### config.mk
export PLATFORM = sky130hd
export DESIGN_NAME = memory_map_hole_finder_top
export DESIGN_NICKNAME = d
export VERILOG_FILES = /design/src/mmhf_pkg.sv /design/src/memory_map_hole_finder_top.sv
export SDC_FILE = /design/constraint.sdc
export NUM_CORES = 2
export LEC_CHECK = 0
export BUFFER_PORTS_ARGS = -buffer_cell sky130_fd_sc_hd__buf_2
export CAP_MARGIN = 10
export CORE_MARGIN = 10
export CORE_UTILIZATION = 30
export DETAILED_ROUTE_END_ITERATION = 7
export HOLD_SLACK_MARGIN = 0.12
export PLACE_DENSITY = 0.46
export SYNTH_ARGS = -nofsm -noshare
export SYNTH_HDL_FRONTEND = slang
export SYNTH_SLANG_ARGS = --single-unit
export TNS_END_PERCENT = 10
### constraint.sdc
create_clock -name i_clk -period 14.54 [get_ports i_clk]
set_clock_uncertainty 0.2 [all_clocks]
set_input_delay 2.908 -clock i_clk [delete_from_list [all_inputs] [get_ports i_clk]]
set_output_delay 2.908 -clock i_clk [all_outputs]
set_load 0.02 [all_outputs]
### src/mmhf_pkg.sv
// mmhf_pkg: shared state type for the memory map hole finder
// no dependencies; used by memory_map_hole_finder_top
package mmhf_pkg;

    typedef enum logic [2:0] {
        S_IDLE,
        S_INS_CMP,
        S_INS_PUT,
        S_SC_START,
        S_SC_EV,
        S_FLUSH
    } t_state;

endpackage

### src/memory_map_hole_finder_top.sv
// memory map hole finder top: keeps range entries in a table sorted by base, then emits gaps
// depends on mmhf_pkg for the state type
// insertion: an entry beat moves each entry with a larger base up one slot, one at a time,
// as the table has a single read and write port; a beat that arrives on a full table is dropped
// after the last beat the table is scanned in order of base; output stalls hold the scan
// reset (synchronous, active low) clears control state, entry count and mem_size, not the table
module memory_map_hole_finder_top #(
    parameter int MAX_ENTRIES = 16,
    parameter int ADDR_BITS   = 48
) (
    input  logic                                 i_clk,
    input  logic                                 i_rst_n,
    input  logic                                 i_cfg_wr_en,
    input  logic [ADDR_BITS-1:0]                 i_cfg_wr_data,    // mem_size
    input  logic                                 i_s_axis_tvalid,
    output logic                                 o_s_axis_tready,
    input  logic [((2*ADDR_BITS+7)/8)*8-1:0]     i_s_axis_tdata,   // entry_base, entry_size
    input  logic                                 i_s_axis_tlast,   // entry_last
    output logic                                 o_m_axis_tvalid,
    input  logic                                 i_m_axis_tready,
    output logic [((2*ADDR_BITS+7)/8)*8-1:0]     o_m_axis_tdata,   // hole_base, hole_size
    output logic                                 o_m_axis_tuser,   // hole_valid
    output logic                                 o_m_axis_tlast    // result_last
);

    localparam int DATA_W = ((2*ADDR_BITS+7)/8)*8;
    localparam int ENT_W  = 2*ADDR_BITS;
    localparam int IDX_W  = $clog2(MAX_ENTRIES);
    localparam int CNT_W  = $clog2(MAX_ENTRIES+1);

    // entry table, {size, base}
    logic [ENT_W-1:0]     r_mem [MAX_ENTRIES];
    logic [ENT_W-1:0]     r_rdata;
    logic                 mem_we, mem_re;
    logic [IDX_W-1:0]     mem_waddr, mem_raddr;
    logic [ENT_W-1:0]     mem_wdata;

    mmhf_pkg::t_state     r_state, n_state;
    logic [CNT_W-1:0]     r_count, n_count;
    logic [IDX_W-1:0]     r_pos, n_pos;
    logic [IDX_W-1:0]     r_k, n_k;
    logic [ADDR_BITS-1:0] r_mem_size;

    logic [ADDR_BITS-1:0] r_x_base, n_x_base;
    logic [ADDR_BITS-1:0] r_x_size, n_x_size;
    logic                 r_x_last, n_x_last;

    logic [ADDR_BITS-1:0] r_prev_end, n_prev_end;
    logic                 r_prev_ovf, n_prev_ovf;
    logic                 r_prev_bgt, n_prev_bgt;
    logic                 r_prev_egem, n_prev_egem;

    logic                 r_pend_v, n_pend_v;
    logic [ADDR_BITS-1:0] r_pend_base, n_pend_base;
    logic [ADDR_BITS-1:0] r_pend_size, n_pend_size;

    logic                 r_o_tvalid, n_o_tvalid;
    logic [ADDR_BITS-1:0] r_o_base, n_o_base;
    logic [ADDR_BITS-1:0] r_o_size, n_o_size;
    logic                 r_o_hole, n_o_hole;
    logic                 r_o_last, n_o_last;

    logic                 in_acc;
    logic                 out_free;
    logic [ADDR_BITS-1:0] cur_base, cur_size;
    logic [ADDR_BITS:0]   cur_end;
    logic                 shift;
    logic                 hole;
    logic [ADDR_BITS-1:0] limit;
    logic                 scan_end;
    logic                 table_full;

    assign o_s_axis_tready = (r_state == mmhf_pkg::S_IDLE);
    assign in_acc          = i_s_axis_tvalid && o_s_axis_tready;
    assign out_free        = !r_o_tvalid || i_m_axis_tready;
    assign table_full      = (r_count == CNT_W'(MAX_ENTRIES));

    assign cur_base = r_rdata[ADDR_BITS-1:0];
    assign cur_size = r_rdata[ENT_W-1:ADDR_BITS];
    assign cur_end  = {1'b0, cur_base} + {1'b0, cur_size};
    assign shift    = cur_base > r_x_base;
    assign hole     = !r_prev_ovf && !r_prev_egem && (r_prev_end < cur_base);
    assign limit    = (cur_base > r_mem_size) ? r_mem_size : cur_base;
    assign scan_end = (CNT_W'(r_k) + CNT_W'(1)) == r_count;

    always_ff @(posedge i_clk) begin
        if (mem_we) begin
            r_mem[mem_waddr] <= mem_wdata;
        end
        if (mem_re) begin
            r_rdata <= r_mem[mem_raddr];
        end
    end

    // next state
    always_comb begin
        n_state = r_state;
        unique case (r_state)
            mmhf_pkg::S_IDLE: begin
                if (in_acc) begin
                    if (!table_full) begin
                        n_state = (r_count == '0) ? mmhf_pkg::S_INS_PUT
                                                  : mmhf_pkg::S_INS_CMP;
                    end else if (i_s_axis_tlast) begin
                        n_state = mmhf_pkg::S_SC_START;
                    end
                end
            end
            mmhf_pkg::S_INS_CMP: begin
                if (shift) begin
                    if (r_pos == IDX_W'(1)) begin
                        n_state = mmhf_pkg::S_INS_PUT;
                    end
                end else begin
                    n_state = r_x_last ? mmhf_pkg::S_SC_START : mmhf_pkg::S_IDLE;
                end
            end
            mmhf_pkg::S_INS_PUT: begin
                n_state = r_x_last ? mmhf_pkg::S_SC_START : mmhf_pkg::S_IDLE;
            end
            mmhf_pkg::S_SC_START: begin
                n_state = (r_count < CNT_W'(2)) ? mmhf_pkg::S_FLUSH : mmhf_pkg::S_SC_EV;
            end
            mmhf_pkg::S_SC_EV: begin
                if (r_k != '0) begin
                    if (r_prev_bgt) begin
                        n_state = mmhf_pkg::S_FLUSH;
                    end else if (!(hole && r_pend_v && !out_free) && scan_end) begin
                        n_state = mmhf_pkg::S_FLUSH;
                    end
                end
            end
            mmhf_pkg::S_FLUSH: begin
                if (out_free) begin
                    n_state = mmhf_pkg::S_IDLE;
                end
            end
            default: n_state = mmhf_pkg::S_IDLE;
        endcase
    end

    // datapath and outputs
    always_comb begin
        mem_we      = 1'b0;
        mem_re      = 1'b0;
        mem_waddr   = r_pos;
        mem_raddr   = r_pos - IDX_W'(1);
        mem_wdata   = {r_x_size, r_x_base};
        n_count     = r_count;
        n_pos       = r_pos;
        n_k         = r_k;
        n_x_base    = r_x_base;
        n_x_size    = r_x_size;
        n_x_last    = r_x_last;
        n_prev_end  = r_prev_end;
        n_prev_ovf  = r_prev_ovf;
        n_prev_bgt  = r_prev_bgt;
        n_prev_egem = r_prev_egem;
        n_pend_v    = r_pend_v;
        n_pend_base = r_pend_base;
        n_pend_size = r_pend_size;
        n_o_tvalid  = r_o_tvalid && !i_m_axis_tready;
        n_o_base    = r_o_base;
        n_o_size    = r_o_size;
        n_o_hole    = r_o_hole;
        n_o_last    = r_o_last;
        unique case (r_state)
            mmhf_pkg::S_IDLE: begin
                if (in_acc) begin
                    n_x_base = i_s_axis_tdata[ADDR_BITS-1:0];
                    n_x_size = i_s_axis_tdata[ENT_W-1:ADDR_BITS];
                    n_x_last = i_s_axis_tlast;
                    if (!table_full) begin
                        n_pos     = r_count[IDX_W-1:0];
                        n_count   = r_count + CNT_W'(1);
                        mem_re    = (r_count != '0);
                        mem_raddr = r_count[IDX_W-1:0] - IDX_W'(1);
                    end
                end
            end
            mmhf_pkg::S_INS_CMP: begin
                mem_we = 1'b1;
                if (shift) begin
                    mem_wdata = r_rdata;
                    n_pos     = r_pos - IDX_W'(1);
                    mem_re    = (r_pos != IDX_W'(1));
                    mem_raddr = r_pos - IDX_W'(2);
                end
            end
            mmhf_pkg::S_INS_PUT: begin
                mem_we = 1'b1;
            end
            mmhf_pkg::S_SC_START: begin
                mem_re    = 1'b1;
                mem_raddr = '0;
                n_k       = '0;
                n_pend_v  = 1'b0;
            end
            mmhf_pkg::S_SC_EV: begin
                if (r_k == '0) begin
                    n_prev_end  = cur_end[ADDR_BITS-1:0];
                    n_prev_ovf  = cur_end[ADDR_BITS];
                    n_prev_bgt  = cur_base > r_mem_size;
                    n_prev_egem = cur_end[ADDR_BITS-1:0] >= r_mem_size;
                    n_k         = IDX_W'(1);
                    mem_re      = 1'b1;
                    mem_raddr   = IDX_W'(1);
                end else if (!r_prev_bgt && !(hole && r_pend_v && !out_free)) begin
                    if (hole) begin
                        if (r_pend_v) begin
                            n_o_tvalid = 1'b1;
                            n_o_base   = r_pend_base;
                            n_o_size   = r_pend_size;
                            n_o_hole   = 1'b1;
                            n_o_last   = 1'b0;
                        end
                        n_pend_v    = 1'b1;
                        n_pend_base = r_prev_end;
                        n_pend_size = limit - r_prev_end;
                    end
                    n_prev_end  = cur_end[ADDR_BITS-1:0];
                    n_prev_ovf  = cur_end[ADDR_BITS];
                    n_prev_bgt  = cur_base > r_mem_size;
                    n_prev_egem = cur_end[ADDR_BITS-1:0] >= r_mem_size;
                    if (!scan_end) begin
                        n_k       = r_k + IDX_W'(1);
                        mem_re    = 1'b1;
                        mem_raddr = r_k + IDX_W'(1);
                    end
                end
            end
            mmhf_pkg::S_FLUSH: begin
                if (out_free) begin
                    n_o_tvalid = 1'b1;
                    n_o_base   = r_pend_v ? r_pend_base : '0;
                    n_o_size   = r_pend_v ? r_pend_size : '0;
                    n_o_hole   = r_pend_v;
                    n_o_last   = 1'b1;
                    n_pend_v   = 1'b0;
                    n_count    = '0;
                end
            end
            default: ;
        endcase
    end

    always_ff @(posedge i_clk) begin
        if (!i_rst_n) begin
            r_state    <= mmhf_pkg::S_IDLE;
            r_count    <= '0;
            r_k        <= '0;
            r_pend_v   <= 1'b0;
            r_o_tvalid <= 1'b0;
            r_mem_size <= '0;
        end else begin
            r_state    <= n_state;
            r_count    <= n_count;
            r_k        <= n_k;
            r_pend_v   <= n_pend_v;
            r_o_tvalid <= n_o_tvalid;
            if (i_cfg_wr_en) begin
                r_mem_size <= i_cfg_wr_data;
            end
        end
    end

    always_ff @(posedge i_clk) begin
        r_pos       <= n_pos;
        r_x_base    <= n_x_base;
        r_x_size    <= n_x_size;
        r_x_last    <= n_x_last;
        r_prev_end  <= n_prev_end;
        r_prev_ovf  <= n_prev_ovf;
        r_prev_bgt  <= n_prev_bgt;
        r_prev_egem <= n_prev_egem;
        r_pend_base <= n_pend_base;
        r_pend_size <= n_pend_size;
        r_o_base    <= n_o_base;
        r_o_size    <= n_o_size;
        r_o_hole    <= n_o_hole;
        r_o_last    <= n_o_last;
    end

    assign o_m_axis_tvalid = r_o_tvalid;
    assign o_m_axis_tdata  = DATA_W'({r_o_size, r_o_base});
    assign o_m_axis_tuser  = r_o_hole;
    assign o_m_axis_tlast  = r_o_last;

`ifndef NO_ASSERTIONS
    a_count_range: assert property (@(posedge i_clk) disable iff (!i_rst_n)
        r_count <= CNT_W'(MAX_ENTRIES))
        else $error("entry count past table depth");

    a_nohole_last: assert property (@(posedge i_clk) disable iff (!i_rst_n)
        o_m_axis_tvalid && !o_m_axis_tuser |-> o_m_axis_tlast && (o_m_axis_tdata == '0))
        else $error("no-hole beat not final or not zero");

    a_flush_clears: assert property (@(posedge i_clk) disable iff (!i_rst_n)
        (r_state == mmhf_pkg::S_FLUSH) && out_free |=> (r_count == '0) && !r_pend_v)
        else $error("table not emptied after final beat");

    a_busy_not_ready: assert property (@(posedge i_clk) disable iff (!i_rst_n)
        (r_state == mmhf_pkg::S_SC_EV) |-> !o_s_axis_tready)
        else $error("input taken during scan");
`endif

endmodule

; ---- After elaboration in Yosys (flattened, before gate mapping)
; Memory sizes are Yosys's and may differ from the RTL's. A register that Yosys moved wholly into a read port is not among the register bits.
; Index checks and enable logic that the tools add are counted.
[word_totals]
register_bits = 408
output_inout_bits = 100
word_cells = 185
memories = 1
mem_bits_rw = 1536
[op_classes]
n_addsub = 8
eq_ne = 23
mux = 90
bitwise_logic = 1
order_cmp = 5
n_reduce_logical = 37
[mem_list]
columns = memory, depth, width, read_ports, rd_ports_with_merged_regs, wr, line_no
row1 = r_mem, 16, 96, 1, 1, 1, memory_map_hole_finder_top.sv:32  ; logic [ENT_W-1:0] r_mem [MAX_ENTRIES];
[ops]
columns = cell, n
row1 = 48-bit two-way mux, 15
row2 = 96-bit two-way mux, 2
row3 = 48-bit case mux with 2 select lines, 2
row4 = 48-bit > comparator, 2
row5 = 48-bit by 48-bit adder with 49-bit output, 1
row6 = 48-bit >= comparator, 1
row7 = 48-bit less-than comparator, 1
row8 = 4-bit two-way mux, 12
row9 = 48-bit subtractor, 1
row10 = 1-bit two-way mux, 35
row11 = 3-bit two-way mux, 9
row12 = 3-bit case mux with 6 select lines, 1
row13 = "2-bit != test, second input constant", 8
row14 = 4-bit case mux with 2 select lines, 2
row15 = 4-bit case mux with 4 select lines, 1
row16 = 5-bit two-way mux, 3
row17 = "3-bit != test, second input constant", 5
row18 = 4-bit AND reduction, 3
row19 = 6-bit AND reduction, 2
row20 = 5-bit case mux with 2 select lines, 1
row21 = 2-bit nonzero test, 5
row22 = 1-bit logical AND, 8
row23 = "4-bit by 1-bit subtractor with 4-bit output, second input constant", 2
row24 = 1-bit logical NOT, 7
row25 = other kinds (29), 35

; ---- Logic depth before layout (Yosys ltp)
[logic_depth]
depth_word = 11
ltp_mapped = 26
ltp_nobuf = 26

; ---- Least setup slack after synthesis
; No wires, ideal clock.
[synth_path]
path_type = flip-flop to flip-flop
startpoint = register r_state[1]
endpoint = memory r_mem[3][0] (netlist bit), enable pin
required_time_ns = 13.672
slack_ns = 6.057
n_path_buf = 1
path_stages_with_launch = 7
setup_ns = 0.668
synth_period_minus_slack_ns = 8.483
arrival_time_ns = 7.615
path_cell_list = dfxtp_1 clkbuf_1 inv_1 nor2_1 o21ba_2 nand2_1 nor3_1
[synth_via]
elab_chain_cells = 5
[synth_lines]
columns = element, line_no
row1 = start: declaration, memory_map_hole_finder_top.sv:38  ; mmhf_pkg::t_state r_state, n_state;
row2 = start signal: assignment, memory_map_hole_finder_top.sv:249  ; r_state <= mmhf_pkg::S_IDLE;
row3 = start signal: assignment, memory_map_hole_finder_top.sv:256  ; r_state <= n_state;
row4 = 3-bit by 1-bit equality test with 1-bit output / 3-bit by 2-bit equality test with 1-bit output (equally long branches), memory_map_hole_finder_top.sv:167  ; unique case (r_state)
row5 = 2-bit OR reduction (no source line) (*), -
row6 = 1-bit two-way mux (*), memory_map_hole_finder_top.sv:167
row7 = 1-bit two-way mux (*), memory_map_hole_finder_top.sv:87  ; if (mem_we) begin
row8 = 1-bit two-way mux (not written as such) (*), memory_map_hole_finder_top.sv:88  ; r_mem[mem_waddr] <= mem_wdata;
row9 = end: declaration, memory_map_hole_finder_top.sv:32
; Every way passes the cells marked *; elsewhere a longest branch is shown, timed or not.

; ---- Final worst setup path
[layout_path]
startpoint = input i_s_axis_tvalid
endpoint = register r_rdata[69], read port of r_mem, data pin
[layout_via]
elab_chain_cells = 3
[layout_lines]
columns = element, line_no
row1 = start: declaration, memory_map_hole_finder_top.sv:15  ; input logic i_s_axis_tvalid,
row2 = 1-bit logical AND (*), memory_map_hole_finder_top.sv:74  ; assign in_acc = i_s_axis_tvalid && o_s_axis_tready;
row3 = 4-bit two-way mux / 1-bit two-way mux (equally long branches), memory_map_hole_finder_top.sv:169  ; if (in_acc) begin
row4 = 4-bit case mux with 4 select lines / 1-bit case mux with 4 select lines (equally long branches), memory_map_hole_finder_top.sv:167
row5 = end: declaration, memory_map_hole_finder_top.sv:33  ; logic [ENT_W-1:0] r_rdata;
; Marks and branches as above.
; A chain may end at the register's enable or synchronous reset.

==> flow_summary.json <==
{
  "rows": 200,
  "clk_latency_ns": 0.92,
  "cp.required_ns": 14.96,
  "min_path_cells": 2,
  "worstMarginPinSlew_ns": 1.14,
  "yosys_register_bits": 2040,
  "die_x_um": 565,
  "postRouteAntennaNets": 0,
  "start_util_pct": 30.1,
  "cts_buffer_depth": 4,
  "antenna_found_initial": 26,
  "synth_area_leaders": "edfxtp_1 (67%), mux4_2 (4.9%), ha_1 (4.2%), o21ai_0 (2.1%), mux2i_1 (1.7%)",
  "yosys-top-cells-count": "edfxtp_1 (1978), o21ai_0 (372), ha_1 (298), a21oi_1 (243), inv_1 (236)",
  "synth-edff-count": 1978,
  "synth_compound_area_share_pct": 9.98,
  "slew_violations": 0,
  "path_max_fanout": 60,
  "finalHoldViolations": 0,
  "cp_common_cell": "buf_4",
  "final_cell_count_no_fill": 10200,
  "cts_num_sinks": 2040,
  "first_pass_iters": 5,
  "vias": 52500,
  "yosys_warnings": 0,
  "cap_violations": 0,
  "reg2reg_from": "r_rdata[14]",
  "numCtsBuffers": 224,
  "synthXorXnorAreaFrac_pct": 0.953,
  "area_delta_synth_final_pct": 14.9,
  "routed-wl-met3_um": 13800,
  "grt_pass1_vias": 52700,
  "setup_violations": 0,
  "crit_chain": "buf_2, nand2_1, inv_6, nand2_1, nor2_1, nor3b_1, a22oi_2, buf_4, nor2_8, buf_4, buf_4, mux2_2, a2111oi_0, a211oi_1",
  "via_per_inst": 5.13,
  "hold_end": "r_mem_size[10]",
  "pin_count": 250,
  "synth_top_area_share_pct": 66.7,
  "yosysMostFrequentCell": "edfxtp_1",
  "cp-end-kind": "flop",
  "nets": 6547,
  "finalSetupTns_ns": 0,
  "cp.arrival_ns": 7.95,
  "portBuffers": 249,
  "min_period_ns": 7.54,
  "hold_start": "r_mem_size[10]",
  "power_density_nw_per_um2": 252,
  "clk_pin_slew_worst_paths_ns": 0.06,
  "synthFlopType": "edfxtp_1",
  "syn_inst": 5812,
  "maxSlewHeadroom_pct": 24.0,
  "yosysUniqueCellTypes": 84,
  "syn_nets": 6262,
  "synthAdderAreaFrac_pct": 4.23,
  "path_class": "primary input to flop",
  "root_buffer": "clkbuf_16",
  "critPathLaunchType": "primary input",
  "power.leakage_nw": 35.5,
  "holdBufCountCts": 0,
  "rsz0062_at_grt": "false",
  "max_freq_mhz": 133,
  "r2r_end": "r_rdata[69]",
  "wirelength_um": 274000,
  "wl_met2_um": 129000,
  "crit_slowest_cell": "buf_4",
  "stdcell_area_um2": 102000,
  "die-area_um2": 319000,
  "dp_hpwl_um": 163000,
  "htreeDepth": 4,
  "seq_area_um2": 60600,
  "reg2regPathDepth": 15,
  "hold_path.class": "flop to flop",
  "yosysTopAreaCell": "edfxtp_1",
  "fin_crit_sh_pct": 51.9,
  "reg2reg_slack_ns": 7.01,
  "gr-total-overflow": 0,
  "cp_top_family": "buffers and inverters",
  "ctsResizeCount": 0,
  "grt_max_degree": 156,
  "run_status": "finished, final reports clean",
  "multiInputGateArea_um2": 26200,
  "worst-path-buf-inv": 5,
  "fillCellCount": 28500,
  "cts_setup_buffers": 0,
  "die_h_um": 565,
  "track_usage_pct": 16.6,
  "fin_util_pct": 34.5,
  "routabilityCongestion": 0.817,
  "drive_above_1_share_pct": 17.1,
  "synth_top_family_by_area": "compound AO/OA/AOI/OAI gates",
  "top_layer_used": "met5",
  "cpPeakStageDelay_ns": 0.85,
  "yosys.area_share.simple_pct": 5.61,
  "placed_cell_area_um2": 95100,
  "wl_per_cell_um": 26.8,
  "grt_pass1_wl_um": 390000,
  "place_inst": 9810,
  "cts_tree": "done",
  "synthMuxAreaShare_pct": 8.39,
  "syn_area_um2": 89100,
  "core_area_um2": 296000,
  "avgSynthCellArea_um2": 15.3,
  "wl_met1_um": 122000,
  "ys_seq_area_share_pct": 68.1,
  "postSynth.asyncResetShare_pct": 0,
  "drc": 0,
  "irDropWorstVdd_v": 0.000314,
  "first_iter_violations": 4289
}
[area by class of cell]
| cell class | count | area share [%] |
|---|---|---|
| Sequential cell | 2040 | 59.2 |
| Multi-Input combinational cell | 3196 | 25.6 |
| Clock buffer | 276 | 5.74 |
| Tap cell | 3939 | 4.82 |
| Timing Repair Buffer | 399 | 2.45 |
| Clock inverter | 138 | 1.29 |
| Inverter | 236 | 0.873 |
| Antenna cell | 9 | 0.0220 |
[sequential cells by signal (all words and copies together), names as in the netlist, 3 cells and up]
register	cells
r_mem	1536
r_rdata	96
r_mem_size	48
r_o_base	48
r_o_size	48
r_pend_base	48
r_pend_size	48
r_prev_end	48
r_x_base	48
r_x_size	48
r_count	5
mem_waddr	4
r_k	4
r_state	3
[metrics by stage]
step                      setup WS (ns)  total power, mW  hold WS, ns
after floorplan                    6.06             16.7        0.254
after global placement             5.81             20.3        0.278
after detailed placement           5.86             20.5        0.283
after CTS                          6.77             26.1        0.297
after global routing               6.42             27.4        0.317
final                              7.00             25.8        0.291
[layout by cell type (no fill, tap or decap), types with 90 or more instances in the layout]
master / Yosys / final
edfxtp_1: 1978 / 1978
o21ai_0: 372 / 372
ha_1: 298 / 298
buf_2: 65 / 249
a21oi_1: 243 / 243
inv_1: 236 / 233
nand3_1: 230 / 229
clkbuf_16: 0 / 225
a211oi_1: 199 / 199
mux4_2: 193 / 193
nand2_1: 192 / 192
nor2_1: 177 / 164
mux2i_1: 153 / 153
buf_4: 22 / 139
mux2_2: 119 / 119
and2_1: 113 / 112
and3_1: 105 / 104
a21boi_0: 100 / 100
a2111oi_0: 98 / 98
o211a_1: 96 / 96
a21o_1: 90 / 90
[where the power goes]
part           switching, mW  internal, mW  leakage (nW)  total (mW)
registers              0.801          7.99          18.4        8.80
logic                   7.11          4.32          13.6        11.4
clock network           2.40          3.20          3.49        5.60
total                   10.3          15.5          35.5        25.8
[worst max-delay path by stage]
stage,from,to,slack (ns),depth (start not counted)
3_5_place_dp,i_s_axis_tvalid,r_rdata[69],5.86,14
3_3_place_gp,i_s_axis_tvalid,r_rdata[69],5.81,14
4_1_cts,r_rdata[38],r_rdata[69],6.77,15
6_report,i_s_axis_tvalid,r_rdata[69],7.00,14
5_1_grt,i_s_axis_tvalid,r_rdata[69],6.42,14
2_1_floorplan,r_state[1],r_mem[3][0],6.06,6
[worst register-to-register path, stage by stage (launching register included)]
cell and delay [ns]:
edfxtp_1 0.62, ha_1 0.42, nand3_1 0.18, nor4_1 0.93
nand4_2 0.25, and2_1 0.25, a32o_1 0.30, o21ai_4 0.29
a22oi_2 0.11, buf_4 0.29, nor2_8 0.73, buf_4 0.86
buf_4 0.81, mux2_2 0.46, a2111oi_0 0.45, a211oi_1 0.09
[logic make-up after synthesis]
group,count (synthesis)
xor+xnor,97
flops,2040
buf+inv,576
fa+ha+maj,300
simple gates,984
compound gates,1327
mux,488
[per-layer routing]
| layer | track usage [%] | vias to the layer above |
|---|---|---|
| met4 | 5.21 | 10 |
| met2 | 27.4 | 1371 |
| met3 | 2.10 | 375 |
| met1 | 22.7 | 27300 |
| met5 | 0 | - |
| li1 | - | 23400 |
No activity file was read; power rests on OpenSTA's default activity.
